<file path="src/rtl/gmd_pkg.sv">
// gmd_pkg: shared constants, types and register indexes of the grid
// minimum-distance point filter; used by every module in rtl
package gmd_pkg;

    localparam int MAX_CELLS = 4096;
    localparam int CELL_AW = $clog2(MAX_CELLS);
    localparam int SLOTS_PER_CELL = 4;
    localparam int SLOT_W = $clog2(SLOTS_PER_CELL);
    localparam int FILL_W = $clog2(SLOTS_PER_CELL + 1);
    localparam int FRAC_BITS = 4;
    localparam int COORD_W = 16;
    localparam int PIX_W = COORD_W - FRAC_BITS;
    localparam int TAG_W = 8;
    localparam int GRID_W = 13;
    localparam int DIV_NW = 13;
    localparam int DIV_DW = 8;
    localparam int LIM_W = 2 * (DIV_DW + FRAC_BITS);
    localparam int KEPT_W = 11;
    localparam int CFG_IDX_W = 3;
    localparam int CFG_DATA_W = 16;

    localparam logic [CFG_IDX_W-1:0] CFG_IMAGE_WIDTH = 3'd0;
    localparam logic [CFG_IDX_W-1:0] CFG_IMAGE_HEIGHT = 3'd1;
    localparam logic [CFG_IDX_W-1:0] CFG_MIN_DISTANCE = 3'd2;
    localparam logic [CFG_IDX_W-1:0] CFG_MAX_FEATURES = 3'd3;
    localparam logic [CFG_IDX_W-1:0] CFG_ID_WRAP = 3'd4;

    localparam logic OP_TRACKED = 1'b0;
    localparam logic OP_NEW = 1'b1;

    typedef struct packed {
        logic [TAG_W-1:0] tag;
        logic [FILL_W-1:0] fill;
        logic [SLOTS_PER_CELL-1:0][2*COORD_W-1:0] pts;
    } cell_row_t;

    localparam int ROW_W = $bits(cell_row_t);

    typedef struct packed {
        logic rd_valid;
        logic clear;
        logic [TAG_W-1:0] epoch;
    } dist_ctl_t;

endpackage

</file>
<file path="src/rtl/gmd_div.sv">
// gmd_div: restoring divider, one quotient bit per cycle
// depends on gmd_pkg
module gmd_div
(
    input  logic clk,
    input  logic rst_n,
    input  logic start,
    input  logic [gmd_pkg::DIV_NW-1:0] dividend,
    input  logic [gmd_pkg::DIV_DW-1:0] divisor,
    output logic done,
    output logic [gmd_pkg::DIV_NW-1:0] quotient
);

    localparam int CNT_W = $clog2(gmd_pkg::DIV_NW);

    logic [gmd_pkg::DIV_DW-1:0] rem_reg;
    logic [gmd_pkg::DIV_DW-1:0] dvs_reg;
    logic [gmd_pkg::DIV_NW-1:0] quo_reg;
    logic [CNT_W-1:0] cnt_reg;
    logic run_reg;
    logic done_reg;
    logic [gmd_pkg::DIV_DW:0] trial;
    logic ge;
    logic [gmd_pkg::DIV_DW:0] diff;

    assign trial = {rem_reg, quo_reg[gmd_pkg::DIV_NW-1]};
    assign ge = trial >= {1'b0, dvs_reg};
    assign diff = trial - {1'b0, dvs_reg};

    always_ff @(posedge clk or negedge rst_n)
    begin
        if (!rst_n)
        begin
            run_reg <= 1'b0;
            done_reg <= 1'b0;
            cnt_reg <= '0;
        end
        else if (start)
        begin
            run_reg <= 1'b1;
            done_reg <= 1'b0;
            cnt_reg <= '0;
        end
        else if (run_reg)
        begin
            cnt_reg <= cnt_reg + 1'b1;
            if (cnt_reg == CNT_W'(gmd_pkg::DIV_NW - 1))
            begin
                run_reg <= 1'b0;
                done_reg <= 1'b1;
            end
        end
        else
        begin
            done_reg <= 1'b0;
        end
    end

    always_ff @(posedge clk)
    begin
        if (start)
        begin
            rem_reg <= '0;
            quo_reg <= dividend;
            dvs_reg <= divisor;
        end
        else if (run_reg)
        begin
            rem_reg <= ge ? diff[gmd_pkg::DIV_DW-1:0] : trial[gmd_pkg::DIV_DW-1:0];
            quo_reg <= {quo_reg[gmd_pkg::DIV_NW-2:0], ge};
        end
    end

    assign done = done_reg;
    assign quotient = quo_reg;

endmodule

</file>
<file path="config.mk">
export PLATFORM = sky130hd
export DESIGN_NAME = gmd_div
export DESIGN_NICKNAME = d
export VERILOG_FILES = /design/src/rtl/gmd_pkg.sv /design/src/rtl/gmd_div.sv
export SDC_FILE = /design/constraint.sdc
export NUM_CORES = 1
export LEC_CHECK = 0
export BUFFER_PORTS_ARGS = -buffer_cell sky130_fd_sc_hd__buf_2
export CAP_MARGIN = 0
export CORE_ASPECT_RATIO = 1.2
export CORE_MARGIN = 8
export CORE_UTILIZATION = 58
export DETAILED_ROUTE_END_ITERATION = 10
export PLACE_DENSITY = 0.83
export SKIP_CTS_REPAIR_TIMING = 1
export SLEW_MARGIN = 0
export SYNTH_ARGS = -nofsm -noshare
export SYNTH_HDL_FRONTEND = slang
export SYNTH_SLANG_ARGS = --single-unit
</file>
<file path="constraint.sdc">
create_clock -name clk -period 2.65 [get_ports clk]
set_input_delay 0.265 -clock clk [delete_from_list [all_inputs] [get_ports clk]]
set_output_delay 0.265 -clock clk [all_outputs]
set_load 0.01 [all_outputs]
</file>
* Word-level counts from Yosys, hierarchy flattened *
Cells that the tools add are included.

word-level totals
  register bits = 35
  bits of input ports = 24
  output and inout port bits = 14

operators by class
  add/subtract/negate cells = 2
  $lt $le $gt $ge = 1
  equal/unequal tests = 2
  mux-type cells = 11
  reductions and logical operators = 1

operator list
  cell                                                                      number
  13-bit 2-to-1 mux                                                         2
  9-bit by 8-bit greater-or-equal comparator with 1-bit output              1
  4-bit 2-to-1 mux                                                          2
  8-bit 2-to-1 mux                                                          1
  8-bit subtractor                                                          1
  1-bit 2-to-1 mux                                                          6
  4-bit by 1-bit adder with 4-bit output (second input constant)            1
  4-bit equality test (second input constant)                               1
  3-bit by 2-bit inequality test with 1-bit output (second input constant)  1
  2-bit nonzero test                                                        1

* Logic depth before layout (Yosys ltp) *
  depth in word-level cells = 4
  depth in mapped cells = 8
  depth with buffers taken out = 8

* Worst setup path before layout *
No wires, ideal clock.

  path type = register to register
  from = reg quo_reg, in the netlist quotient[12]
  to = reg rem_reg[6] (netlist name)
  setup time = 124 ps
  data arrival time = 1,706 ps
  setup slack = 820 ps
  stages on the path, launching flop included = 9
  buffers on the path = 0
  clock period less this slack = 1,830 ps
  cells stage by stage = edfxtp_1 > inv_1 > ha_1 > fa_1 > nand2b_1 > o211ai_1 > a21oi_1 > xor2_1 > o211ai_2

between the ends
  longest elaborated chain between the ends = 2
  elaborated cells on any way between the ends = 3
  classes of those cells = add/sub: 1; order compare: 1; mux: 1

ends and longest elaborated chain
  what                                                                                                     line                          text
  start, declared                                                                                          gmd_div.sv:18                 logic [gmd_pkg::DIV_NW-1:0] quo_reg;
  start signal, assigned                                                                                   gmd_div.sv:64                 quo_reg <= dividend;
  start signal, assigned                                                                                   gmd_div.sv:70                 quo_reg <= {quo_reg[gmd_pkg::DIV_NW-2:0], ge};
  8-bit subtractor / 9-bit by 8-bit greater-or-equal comparator with 1-bit output (equally long branches)  gmd_div.sv:28, gmd_div.sv:27
  8-bit 2-to-1 mux (*)                                                                                     gmd_div.sv:69                 rem_reg <= ge ? diff[gmd_pkg::DIV_DW-1:0] : trial[gmd_pkg::DIV_DW-1:0];
  end signal, assigned                                                                                     gmd_div.sv:69
  end, declared                                                                                            gmd_div.sv:16                 logic [gmd_pkg::DIV_DW-1:0] rem_reg;

Every way passes the cells marked *; elsewhere a longest branch is shown, timed or not.
A chain may end at the register's enable or synchronous reset.

* Worst setup path in the final report *
  from = reg dvs_reg[6] (netlist name)
  to = reg rem_reg[5] (netlist name)

between the ends
  longest elaborated chain between the ends = 2

ends and longest elaborated chain
  what                                                          line           text
  start, declared                                               gmd_div.sv:17  logic [gmd_pkg::DIV_DW-1:0] dvs_reg;
  start signal, assigned                                        gmd_div.sv:65  dvs_reg <= divisor;
  9-bit by 8-bit greater-or-equal comparator with 1-bit output  gmd_div.sv:27  assign ge = trial >= {1'b0, dvs_reg};
  8-bit 2-to-1 mux                                              gmd_div.sv:69

Every way passes these cells.

==> metrics.md <==
| Metric | Value |
|---|---|
| Total die area | 5160 sq um |
| Post-Synthesis Net Count | 189 |
| Combinational power share | 0.404 |
| Routed Antenna Nets | 0 |
| Status | completed |
| Via/cell ratio | 5.58 |
| Psw | 614 uW |
| Simple-Gate Fraction of Synth Area | 0.0991 |
| CTS Buf Count | 5 |
| Slowest CP cell | or3_2 |
| Power Internal | 1140 uW |
| # DRC | 0 |
| FP Rows | 22 |
| VDD IR max | 0.506 mV |
| Worst skew pair latency | 0.33 ns |
| Top-area cell type share of the netlist area | 0.349 |
| Max-cap violations | 0 |
| Fmax | 481 MHz |
| Arr. time, crit path | 2.34 ns |
| Most common cell after layout, fill and taps aside | buf_2 |
| FILL cells | 232 |
| Critical path class | register to register |
| Post-synthesis sequential area ratio | 0.521 |
| Worst Setup End Kind | register |
| GRT overflow | 0 |
| Clk sink count | 35 |
| RSZ-0062 raised after global routing | false |
| Cell taking the most area after synthesis | edfxtp_1 |
| Post-Synth XOR/XNOR Area | 0.0388 |
| Synth warn | 0 |
| Drt wl/cell | 15.6 um |
| Gate Count Post-Synth | 154 |
| Hold crit path type | input pin to register |
| Setup TNS | 0 ns |
| Final Wtd Congestion | 0.847 |
| Layout cell share with drive strength beyond 1 | 0.332 |
| First-pass GRT wire length | 6080 um |
| H-Tree Depth | 2 |
| Netlist cell types | 39 |
| Ranking of synthesized cells by area | edfxtp_1 35%, dfxtp_1 8.9%, dfrtp_1 8.3%, mux2_2 8.1%, ha_1 6.9% |
| Area delta synth->final | 15.4% |
| Detailed-route via count | 1294 |
| Final Hold Fails | 0 |
| Required @ worst endpoint | 2.90 ns |
| Setup Skew | 0.00483 ns |
| Worst Path Buf+Inv | 1 |
| Largest fanout on the critical path | 11 |
| Synth Area in Compound Gates | 0.102 |
| # placed instances | 223 |
| Final setup viols | 0 |
| Worst Max-Slew Pin Slew | 0.593 ns |
| Seq pwr share | 0.427 |
| Bufs on Longest Clock Path | 2 |
| Mean Syn Cell Area | 11.7 sq um |
| Post-synthesis mux area share | 0.117 |
| Final period util | 0.785 |
| Clock slew at reported path FFs | 0.10 ns |
| Net Sw Frac | 0.350 |
| Adder-cell share of the synthesized area | 0.0804 |
| PwrDens | 841 nW/um^2 |
| #FFs+latches synth | 35 |
| Number of nets in the layout | 230 |
| Rel. slew slack | 0.605 |
| Leakage | 0.000928 uW |
| Startpoint Class | register |
| Clock share of power | 0.169 |
| Max incr delay on CP | 0.52 ns |
| Starting Density | 0.596 |
| DRT Wirelength | 3630 um |
| Die W | 66.9 um |
| Min Tclk post-route | 2.08 ns |
| Final Slew Violations | 0 |
| GRT Total Usage | 0.149 |
| Most frequent cells in the layout | 37 x buf_2, 21 x edfxtp_1, 14 x inv_1, 13 x mux2_2, 13 x nand2_1 |
| Core box area | 3030 sq um |
| # diodes | 0 |
| Worst R2R Setup Slack | 0.57 ns |
| Root buf cell | clkbuf_4 |
| Chip height | 77.1 um |
| CTS tree | built |
| Critical path's top delay family | compound AO/OA/AOI/OAI gates |
| Largest family of logic cells by synthesized area | multiplexers |
| Vias in the first global route | 1418 |
| Fin cells | 232 |
| Placed wire-length estimate | 2840 um |
| Crit path cell chain | inv_1 -> ha_1 -> a21oi_2 -> o221ai_1 -> a21o_1 -> or3_2 -> o211ai_1 |
| I/O Pins | 38 |
| Number of port buffers | 37 |
| DRT iter0 DRCs | 60 |
| Largest register FFs | 13 |
| Initial antenna violation count | 0 |
| Mapped Area | 1810 sq um |
| Largest net degree at the start of global routing | 32 |
| TritonRoute pass-1 iters | 4 |
## path summary, 6_finish.rpt
check / startpoint / endpoint / depth (start not counted)
worst max-delay path: dvs_reg[6] / rem_reg[5] / 7
worst min-delay path: divisor[7] / dvs_reg[7] / 1
worst max register to register: dvs_reg[6] / rem_reg[5] / 7
worst min register to register: rem_reg[7] / rem_reg[7] / 2
max in group asynchronous: rst_n / cnt_reg[3] / 2
min in group asynchronous: rst_n / cnt_reg[2] / 2
## layer usage
layer	track usage	share of wire
met1	0.156	0.38
met2	0.246	0.51
met3	0.0625	0.077
met4	0.0713	0.023
met5	0	0
## cells in the mapped netlist
library cell / n
o22ai_2: 1
nand2_1: 13
o2111ai_1: 1
and3_1: 1
xnor2_1: 3
ha_1: 10
nand2b_1: 3
nor2b_1: 3
and3b_2: 1
nor2_1: 9
xor2_1: 5
mux2_2: 13
o21ai_0: 6
o221ai_1: 1
mux2_4: 1
or3_1: 1
a21o_1: 2
o21a_1: 1
nand4_1: 1
or3_2: 1
dfxtp_1: 8
a41oi_1: 1
dfrtp_1: 6
fa_1: 1
buf_6: 1
and2_2: 1
a22oi_1: 1
a21oi_1: 5
o211ai_2: 1
o211ai_1: 2
nand3_1: 3
o22ai_1: 1
inv_1: 14
a22o_1: 1
clkbuf_1: 1
edfxtp_1: 21
a21oi_2: 2
buf_1: 2
mux2i_1: 5
## cells by family (layout without fill, tap and decap cells)
logic type               count (synthesis)  after routing
flip-flops                              35             35
XOR/XNOR                                 8              8
adder cells (fa/ha/maj)                 11             11
AO/OA/AOI/OAI                           26             26
multiplexers                            19             19
AND/OR/NAND/NOR                         37             37
buffers and inverters                   18             60
## per-stage QoR
| stage | total power (uW) | setup WS [ns] | hold slack, ns | instance area [sq um] | util |
|---|---|---|---|---|---|
| floorplan | 1300 | 0.820 | -0.0306 | 1810 | - |
| global placement | 1410 | 0.719 | 0.0900 | 2010 | 0.665 |
| detailed placement | 1460 | 0.600 | 0.0930 | 2010 | 0.665 |
| CTS | 1760 | 0.585 | -0.289 | 2070 | 0.685 |
| global route | 1870 | 0.420 | 0.0870 | 2080 | 0.688 |
| finish | 1750 | 0.569 | 0.102 | 2080 | 0.688 |
## layout make-up
cell class | count | area [sq um] | share of cell area
timing repair buffer | 38 | 195 | 0.0937
multi-input combinational | 101 | 790 | 0.379
clock buffer | 7 | 55.1 | 0.0264
inverter | 14 | 52.6 | 0.0252
tap | 36 | 45.0 | 0.0216
sequential | 35 | 941 | 0.452
clock inverter | 1 | 5.00 | 0.00240
## power groups by stage
stage          clock network [uW]  logic, uW  registers [uW]
3_5_place_dp                    0        702             760
5_1_grt                       320        788             762
6_report                      296        708             749
3_3_place_gp                    0        660             755
4_1_cts                       307        706             749
2_1_floorplan                   0        541             757
Note: power is estimated with default switching activity, not from simulation.
