## config.mk

```make
export PLATFORM = sky130hd
export DESIGN_NAME = gmd_dist
export DESIGN_NICKNAME = d
export VERILOG_FILES = /design/src/rtl/gmd_pkg.sv /design/src/rtl/gmd_dist.sv
export SDC_FILE = /design/constraint.sdc
export NUM_CORES = 2
export LEC_CHECK = 0
export BUFFER_PORTS_ARGS = -buffer_cell sky130_fd_sc_hd__buf_2
export CORE_MARGIN = 4
export CORE_UTILIZATION = 40
export DETAILED_ROUTE_END_ITERATION = 12
export PLACE_DENSITY = 0.65
export SYNTH_ARGS = -nofsm -noshare
export SYNTH_HDL_FRONTEND = slang
export SYNTH_SLANG_ARGS = --single-unit
```

## constraint.sdc

```tcl
create_clock -name clk -period 6.7 [get_ports clk]
set_input_delay 1.34 -clock clk [delete_from_list [all_inputs] [get_ports clk]]
set_output_delay 1.34 -clock clk [all_outputs]
set_load 0.03 [all_outputs]
```

## src/rtl/gmd_pkg.sv

```systemverilog
// gmd_pkg: shared constants, types and register indexes of the grid
// minimum-distance point filter; used by every module in rtl
package gmd_pkg;

    localparam int MAX_CELLS = 4096;
    localparam int CELL_AW = $clog2(MAX_CELLS);
    localparam int SLOTS_PER_CELL = 4;
    localparam int SLOT_W = $clog2(SLOTS_PER_CELL);
    localparam int FILL_W = $clog2(SLOTS_PER_CELL + 1);
    localparam int FRAC_BITS = 4;
    localparam int COORD_W = 16;
    localparam int PIX_W = COORD_W - FRAC_BITS;
    localparam int TAG_W = 8;
    localparam int GRID_W = 13;
    localparam int DIV_NW = 13;
    localparam int DIV_DW = 8;
    localparam int LIM_W = 2 * (DIV_DW + FRAC_BITS);
    localparam int KEPT_W = 11;
    localparam int CFG_IDX_W = 3;
    localparam int CFG_DATA_W = 16;

    localparam logic [CFG_IDX_W-1:0] CFG_IMAGE_WIDTH = 3'd0;
    localparam logic [CFG_IDX_W-1:0] CFG_IMAGE_HEIGHT = 3'd1;
    localparam logic [CFG_IDX_W-1:0] CFG_MIN_DISTANCE = 3'd2;
    localparam logic [CFG_IDX_W-1:0] CFG_MAX_FEATURES = 3'd3;
    localparam logic [CFG_IDX_W-1:0] CFG_ID_WRAP = 3'd4;

    localparam logic OP_TRACKED = 1'b0;
    localparam logic OP_NEW = 1'b1;

    typedef struct packed {
        logic [TAG_W-1:0] tag;
        logic [FILL_W-1:0] fill;
        logic [SLOTS_PER_CELL-1:0][2*COORD_W-1:0] pts;
    } cell_row_t;

    localparam int ROW_W = $bits(cell_row_t);

    typedef struct packed {
        logic rd_valid;
        logic clear;
        logic [TAG_W-1:0] epoch;
    } dist_ctl_t;

endpackage

```

## src/rtl/gmd_dist.sv

```systemverilog
// gmd_dist: squared-distance check of one cell row, one lane per slot
// depends on gmd_pkg; three register stages, sticky hit flag
module gmd_dist
(
    input  logic clk,
    input  logic rst_n,
    input  gmd_pkg::dist_ctl_t ctl,
    input  gmd_pkg::cell_row_t row,
    input  logic [gmd_pkg::COORD_W-1:0] px,
    input  logic [gmd_pkg::COORD_W-1:0] py,
    input  logic [gmd_pkg::LIM_W-1:0] lim,
    output logic hit
);

    localparam int S = gmd_pkg::SLOTS_PER_CELL;
    localparam int CW = gmd_pkg::COORD_W;

    logic [S-1:0] sv;
    logic [S-1:0] sv1_reg;
    logic [S-1:0] sv2_reg;
    logic [S-1:0][CW-1:0] dx;
    logic [S-1:0][CW-1:0] dy;
    logic [S-1:0][CW-1:0] dx_reg;
    logic [S-1:0][CW-1:0] dy_reg;
    logic [S-1:0][2*CW-1:0] dxx_reg;
    logic [S-1:0][2*CW-1:0] dyy_reg;
    logic [S-1:0] close;
    logic hit_reg;

    always_comb
    begin
        for (int s = 0; s < S; s++)
        begin
            sv[s] = ctl.rd_valid && (row.tag == ctl.epoch)
                    && (gmd_pkg::FILL_W'(s) < row.fill);
            dx[s] = (px > row.pts[s][CW-1:0]) ? px - row.pts[s][CW-1:0]
                                               : row.pts[s][CW-1:0] - px;
            dy[s] = (py > row.pts[s][2*CW-1:CW]) ? py - row.pts[s][2*CW-1:CW]
                                                  : row.pts[s][2*CW-1:CW] - py;
            close[s] = sv2_reg[s]
                       && (({1'b0, dxx_reg[s]} + {1'b0, dyy_reg[s]})
                           < (2*CW+1)'(lim));
        end
    end

    always_ff @(posedge clk or negedge rst_n)
    begin
        if (!rst_n)
        begin
            sv1_reg <= '0;
            sv2_reg <= '0;
            hit_reg <= 1'b0;
        end
        else
        begin
            sv1_reg <= sv;
            sv2_reg <= sv1_reg;
            if (ctl.clear)
            begin
                hit_reg <= 1'b0;
            end
            else if (|close)
            begin
                hit_reg <= 1'b1;
            end
        end
    end

    always_ff @(posedge clk)
    begin
        for (int s = 0; s < S; s++)
        begin
            dx_reg[s] <= dx[s];
            dy_reg[s] <= dy[s];
            dxx_reg[s] <= dx_reg[s] * dx_reg[s];
            dyy_reg[s] <= dy_reg[s] * dy_reg[s];
        end
    end

    assign hit = hit_reg;

endmodule

```

# [Word-level counts from Yosys, hierarchy flattened]
# Cells that the tools add are included.
[word_totals] output_inout_bits=1 regBits=393 input_bits=207
[classes] eq_ne=1 magnitude_cmp=16 n_mul=8 mux=10 reduce_logical=11 addsub=20
[op_table] cell="$mul A16 B16 Y32" n=8
[op_table] cell="$sub A16 B16 Y16" n=16
[op_table] cell="$add A32 B32 Y33" n=4
[op_table] cell="$lt A33 B24 Y1" n=4
[op_table] cell="$gt A16 B16 Y1" n=8
[op_table] cell="$mux W16" n=8
[op_table] cell="$logic_and A1 B1 Y1" n=9
[op_table] cell="$eq A8 B8 Y1" n=1
[op_table] cell="$lt A1 B3 Y1 const A" n=2
[op_table] cell="$lt A2 B3 Y1 const A" n=2
[op_table] cell="$reduce_or A4 Y1" n=1
[op_table] cell="$mux W1" n=2
[op_table] cell="$reduce_bool A2 Y1" n=1

# [Depth between registers and ports, before layout]
[logic_depth] word_depth=6 depth_mapped=28 ltp_nobuf=27

# [Least setup slack after synthesis]
# OpenSTA, ideal clock, no wires.
[synth_timing] path_type="flip-flop to flip-flop" start="reg dy_reg[14] (netlist bit)" end="reg dyy_reg[31] (netlist bit)" t_arrival_ns=6.465 setup_ns=0.120 path_slack_ns=0.115 stages_incl_launch_ff=26 period_less_slack_ns=6.585 cell_sequence="dfxtp_1 -> clkbuf_1 -> clkbuf_1 -> nand2_1 -> fa_1 -> fa_1 -> inv_1 -> fa_1 -> fa_1 -> fa_1 -> inv_1 -> fa_1 -> inv_1 -> ha_1 -> a21oi_1 -> a21boi_1 -> o21ai_1 -> or4b_1 -> a211oi_2 -> o31ai_1 -> a21oi_1 -> o21ai_1 -> a41o_1 -> or4_1 -> o21ai_1 -> xnor2_1"
[synth_via] elab_chain_len=1
[synth_lines] item="from (decl)" line="gmd_dist.sv:24" text="logic [S-1:0][CW-1:0] dy_reg;"
[synth_lines] item="from (signal, indexed assignment)" line="gmd_dist.sv:74" text="dy_reg[s] <= dy[s];"
[synth_lines] item="$mul A16 B16 Y32" line="gmd_dist.sv:76" text="dyy_reg[s] <= dy_reg[s] * dy_reg[s];"
[synth_lines] item="to (signal, indexed assignment)" line="gmd_dist.sv:76"
[synth_lines] item="to (decl)" line="gmd_dist.sv:26" text="logic [S-1:0][2*CW-1:0] dyy_reg;"
# Every way passes these cells.
# A chain may end at the register's enable or synchronous reset.

# [Worst setup path after layout]
[layout_timing] start="reg dx_reg[1] (netlist bit)" end="reg dxx_reg[31] (netlist bit)"
[layout_via] elab_chain_len=1
[layout_lines] item="from (decl)" line="gmd_dist.sv:23" text="logic [S-1:0][CW-1:0] dx_reg;"
[layout_lines] item="from (signal, indexed assignment)" line="gmd_dist.sv:73" text="dx_reg[s] <= dx[s];"
[layout_lines] item="$mul A16 B16 Y32" line="gmd_dist.sv:75" text="dxx_reg[s] <= dx_reg[s] * dx_reg[s];"
[layout_lines] item="to (signal, indexed assignment)" line="gmd_dist.sv:75"
[layout_lines] item="to (decl)" line="gmd_dist.sv:25" text="logic [S-1:0][2*CW-1:0] dxx_reg;"
# Every way passes these cells.

==> summary.md <==
| Metric | Value |
|---|---|
| WS Path Type | reg -> reg |
| Tot GR Track Use | 0.212 |
| CTS tree | done |
| Gp weighted congestion | between 0.9 and 1 |
| # rows | approximately 170 |
| RSZ-0062 raised after global routing | yes |
| Dpl ws | 0.00670 ns |
| Max frequency | 152 MHz |
| Synth cell types | a little over 90 |
| Area of the die | 215000 um^2 |
| Antenna viol nets, final | 0 |
| Crit path required time | 7.21 ns |
| Max Cap Viol | 0 |
| Die height | 464 um |
| Most used cell, CP | fa_1 |
| Nets | between 10000 and 15000 |
| Routed via count | roughly 63000 |
| First-pass DRT Iterations | 6 |
| Register area share after synthesis | 0.0931 |
| Final worst slack | around 0.1 ns |
| Slew Limit Fails | 0 |
| GRT overflow | 0 |
| Crit. End Element | register |
| Buffers on Ports | just over 200 |
| Initial antenna violation count | 33 |
| Post-route cell area | between 90000 and 100000 um^2 |
| Core ar. | 207000 um^2 |
| Initial cell density of the core | 0.402 |
| Chip Width | roughly 460 um |
| Vias in the first global route | about 70000 |
| Placed Cells | between 10000 and 15000 |
| Avg Cell Area, Syn | a little under 9 um^2 |
| Worst-margin pin slew | around 1.1 ns |
| Worst Path Buf+Inv | 5 |
| WP data arrival | just over 7 ns |
| Final Cycle Share | 0.985 |
| Mapped Cells | approximately 9500 |
| Ys async rst share | 0.0234 |
| Proportion of layout cells with a drive suffix above 1 | 0.0802 |
| Crit path time final | 6.60 ns |
| Cell Chain, Critical Path | buf_4 > buf_4 > nand2_1 > fa_1 > fa_1 > inv_1 > fa_1 > fa_1 > fa_1 > inv_1 > fa_1 > inv_1 > ha_1 > or4_1 > a311oi_2 > nor3_2 > a41o_1 > or4_4 > a311oi_4 > a21oi_2 > xnor2_1 |
| Post-synth top area share | 0.316 |
| Clock slew at reported path FFs | approximately 0.06 ns |
| Max clock buf depth | 3 |
| Status | finished clean |
| Top_reg_cell synth | dfxtp_1 |
| DRC Markers | 0 |
| Largest net degree at the start of global routing | 25 |
| Cell family with most CP delay | adder cells |
| Worst-Skew Late Latency | 0.64 ns |
| Fin. Hold Viols | 0 |
| Synthesized flop and latch total | about 390 |
| Final Skew | between 0.02 and 0.025 ns |
| First-iteration detailed-routing DRC count | 3486 |
| Net Count, Synth | ~12000 |
| Wirelength per Cell | around 18 um |
| First-pass GRT wire length | 366 mm |
| Startpoint class of the critical path | register |
| Placed wire-length estimate | slightly below 200 mm |
| Max incr delay on CP | between 0.5 and 0.6 ns |
| Synth area leader | fa_1 |
| Slowest CP cell | or4_4 |
| Root Driver | clkbuf_16 |
| Io pins | approximately 210 |
| Setup violations, final | 0 |
| Layout Cells excl Fill | 12600 |
| Synth Cell Area | approximately 83000 um^2 |
| Final wirelength | 226 mm |
| CTS sink cnt | 385 |
| Num CTS Buffers | 49 |
| CTS H-tree lvls | 2 |
| YS warnings | 0 |
| Worst-path maximum fanout | 17 |
| Hold Crit Class | reg -> reg |
| Max-slew headroom | 0.256 |
| Via/cell ratio | 5.05 |
| Number of flops mapped to enable cells by yosys | 0 |
| Synth-to-Final Area Change | 9.19% |
| Synth top area cells | fa_1, ha_1, inv_1 |
| Placed inst area | between 80000 and 90000 um^2 |
-- worst register-to-register path: stages (launching register included) --
cell and delay [ns]:
dfxtp_2 0.33, buf_4 0.11, buf_4 0.25, nand2_1 0.12, fa_1 0.52, fa_1 0.55
inv_1 0.05, fa_1 0.48, fa_1 0.53, fa_1 0.49, inv_1 0.05, fa_1 0.47
inv_1 0.04, ha_1 0.20, or4_1 0.55, a311oi_2 0.27, nor3_2 0.11, a41o_1 0.20
or4_4 0.57, a311oi_4 0.35, a21oi_2 0.10, xnor2_1 0.13
-- timing repair --
| action | CTS | global route |
|---|---|---|
| hold endpoints to repair | 0 | 0 |
| setup buffers | 0 | 6 |
| pin swaps | 1 | 43 |
| setup endpoints to repair | 3 | 30 |
| hold buffers | 0 | 0 |
| gates resized for setup | 2 | 168 |
-- per-stage QoR --
stage / hold slack [ns] / util / setup TNS (ns)
after floorplan: 0.331 / - / 0
after global placement: 0.334 / 0.428 / 0
after detailed placement: 0.341 / 0.428 / 0
after CTS: 0.354 / 0.436 / 0
after global routing: 0.360 / 0.439 / -0.441
final: 0.356 / 0.439 / 0
-- final cells by class --
| class | instances | area (um^2) |
|---|---|---|
| clock inverter | 26 | 309 |
| multi-input combinational | 6545 | 66300 |
| fill | 20100 | 116000 |
| sequential | 385 | 7870 |
| antenna | 13 | 32.5 |
| clock buffer | 59 | 1330 |
| timing repair buffer | 450 | 2930 |
| tap | 2788 | 3490 |
| inverter | 2301 | 8640 |
-- routing by layer --
metal	GRT usage	wire, um
met5	0	124
met2	0.369	111000
met1	0.267	95000
met3	0.0245	9990
met4	0.0873	10700
-- synth_stat cells, types with 32 or more instances --
| cell type | number |
|---|---|
| nand2_1 | 752 |
| a21oi_1 | 376 |
| o21ai_0 | 188 |
| dfxtp_1 | 376 |
| nand3_1 | 93 |
| inv_1 | 2298 |
| nor2b_1 | 117 |
| xor2_1 | 140 |
| nand2b_1 | 60 |
| clkbuf_1 | 214 |
| nor3_1 | 84 |
| xnor2_1 | 329 |
| and2_1 | 335 |
| a21boi_0 | 32 |
| mux2i_1 | 59 |
| a211oi_1 | 42 |
| a31oi_1 | 45 |
| and3_1 | 55 |
| fa_1 | 1312 |
| o21a_1 | 76 |
| ha_1 | 1267 |
| nor2_1 | 378 |
| o21bai_1 | 61 |
| nand4_1 | 54 |
| o21ai_1 | 64 |
| a21o_1 | 251 |
-- logic make-up (layout without fill, tap and decap cells) --
family,after synthesis,after routing,share of synthesized area
AO/OA/AOI/OAI,1374,1374,0.108
other,0,13,0
AND/OR/NAND/NOR,2027,2027,0.117
flip-flops,385,385,0.0931
adder cells (fa/ha/maj),2579,2579,0.506
XOR/XNOR,469,469,0.0493
multiplexers,96,96,0.0121
buffers and inverters,2532,2836,0.114
-- cell usage in the layout (no fill, tap or decap), types with 18 or more instances in the layout --
cell and n:
a211oi_1 39, a21boi_0 32, a21o_1 251, a21oi_1 363
a21oi_2 18, a31o_2 26, a31oi_1 43, and2_1 330
and3_1 55, buf_2 207, buf_4 230, clkbuf_16 50
dfxtp_1 310, dfxtp_2 54, fa_1 1308, ha_1 1260
inv_1 2290, mux2_2 31, mux2i_1 59, nand2_1 745
nand2b_1 60, nand3_1 93, nand4_1 54, nor2_1 372
nor2b_1 117, nor3_1 83, o211ai_1 22, o21a_1 76
o21ai_0 188, o21ai_1 60, o21bai_1 61, o31ai_1 21
or2_2 27, xnor2_1 328, xor2_1 140
-- path summary, 6_finish.rpt --
kind	slack [ns]	from	depth (start not counted)	to
hold / removal	0.36	sv1_reg[0]$_DFF_PN0_	0	sv2_reg[0]$_DFF_PN0_
setup reg to reg	0.10	dx_reg[1]$_DFF_P_	21	dxx_reg[31]$_DFF_P_
hold reg to reg	0.36	sv1_reg[0]$_DFF_PN0_	0	sv2_reg[0]$_DFF_PN0_
min in group asynchronous	0.57	rst_n	1	hit$_DFFE_PN0P_
setup / recovery	0.10	dx_reg[1]$_DFF_P_	21	dxx_reg[31]$_DFF_P_
max in group asynchronous	5.93	rst_n	1	sv2_reg[2]$_DFF_PN0_
Power is left out: the tool's default activity adds up to more than one toggle a clock period on the data nets, which glitch-free logic cannot reach.
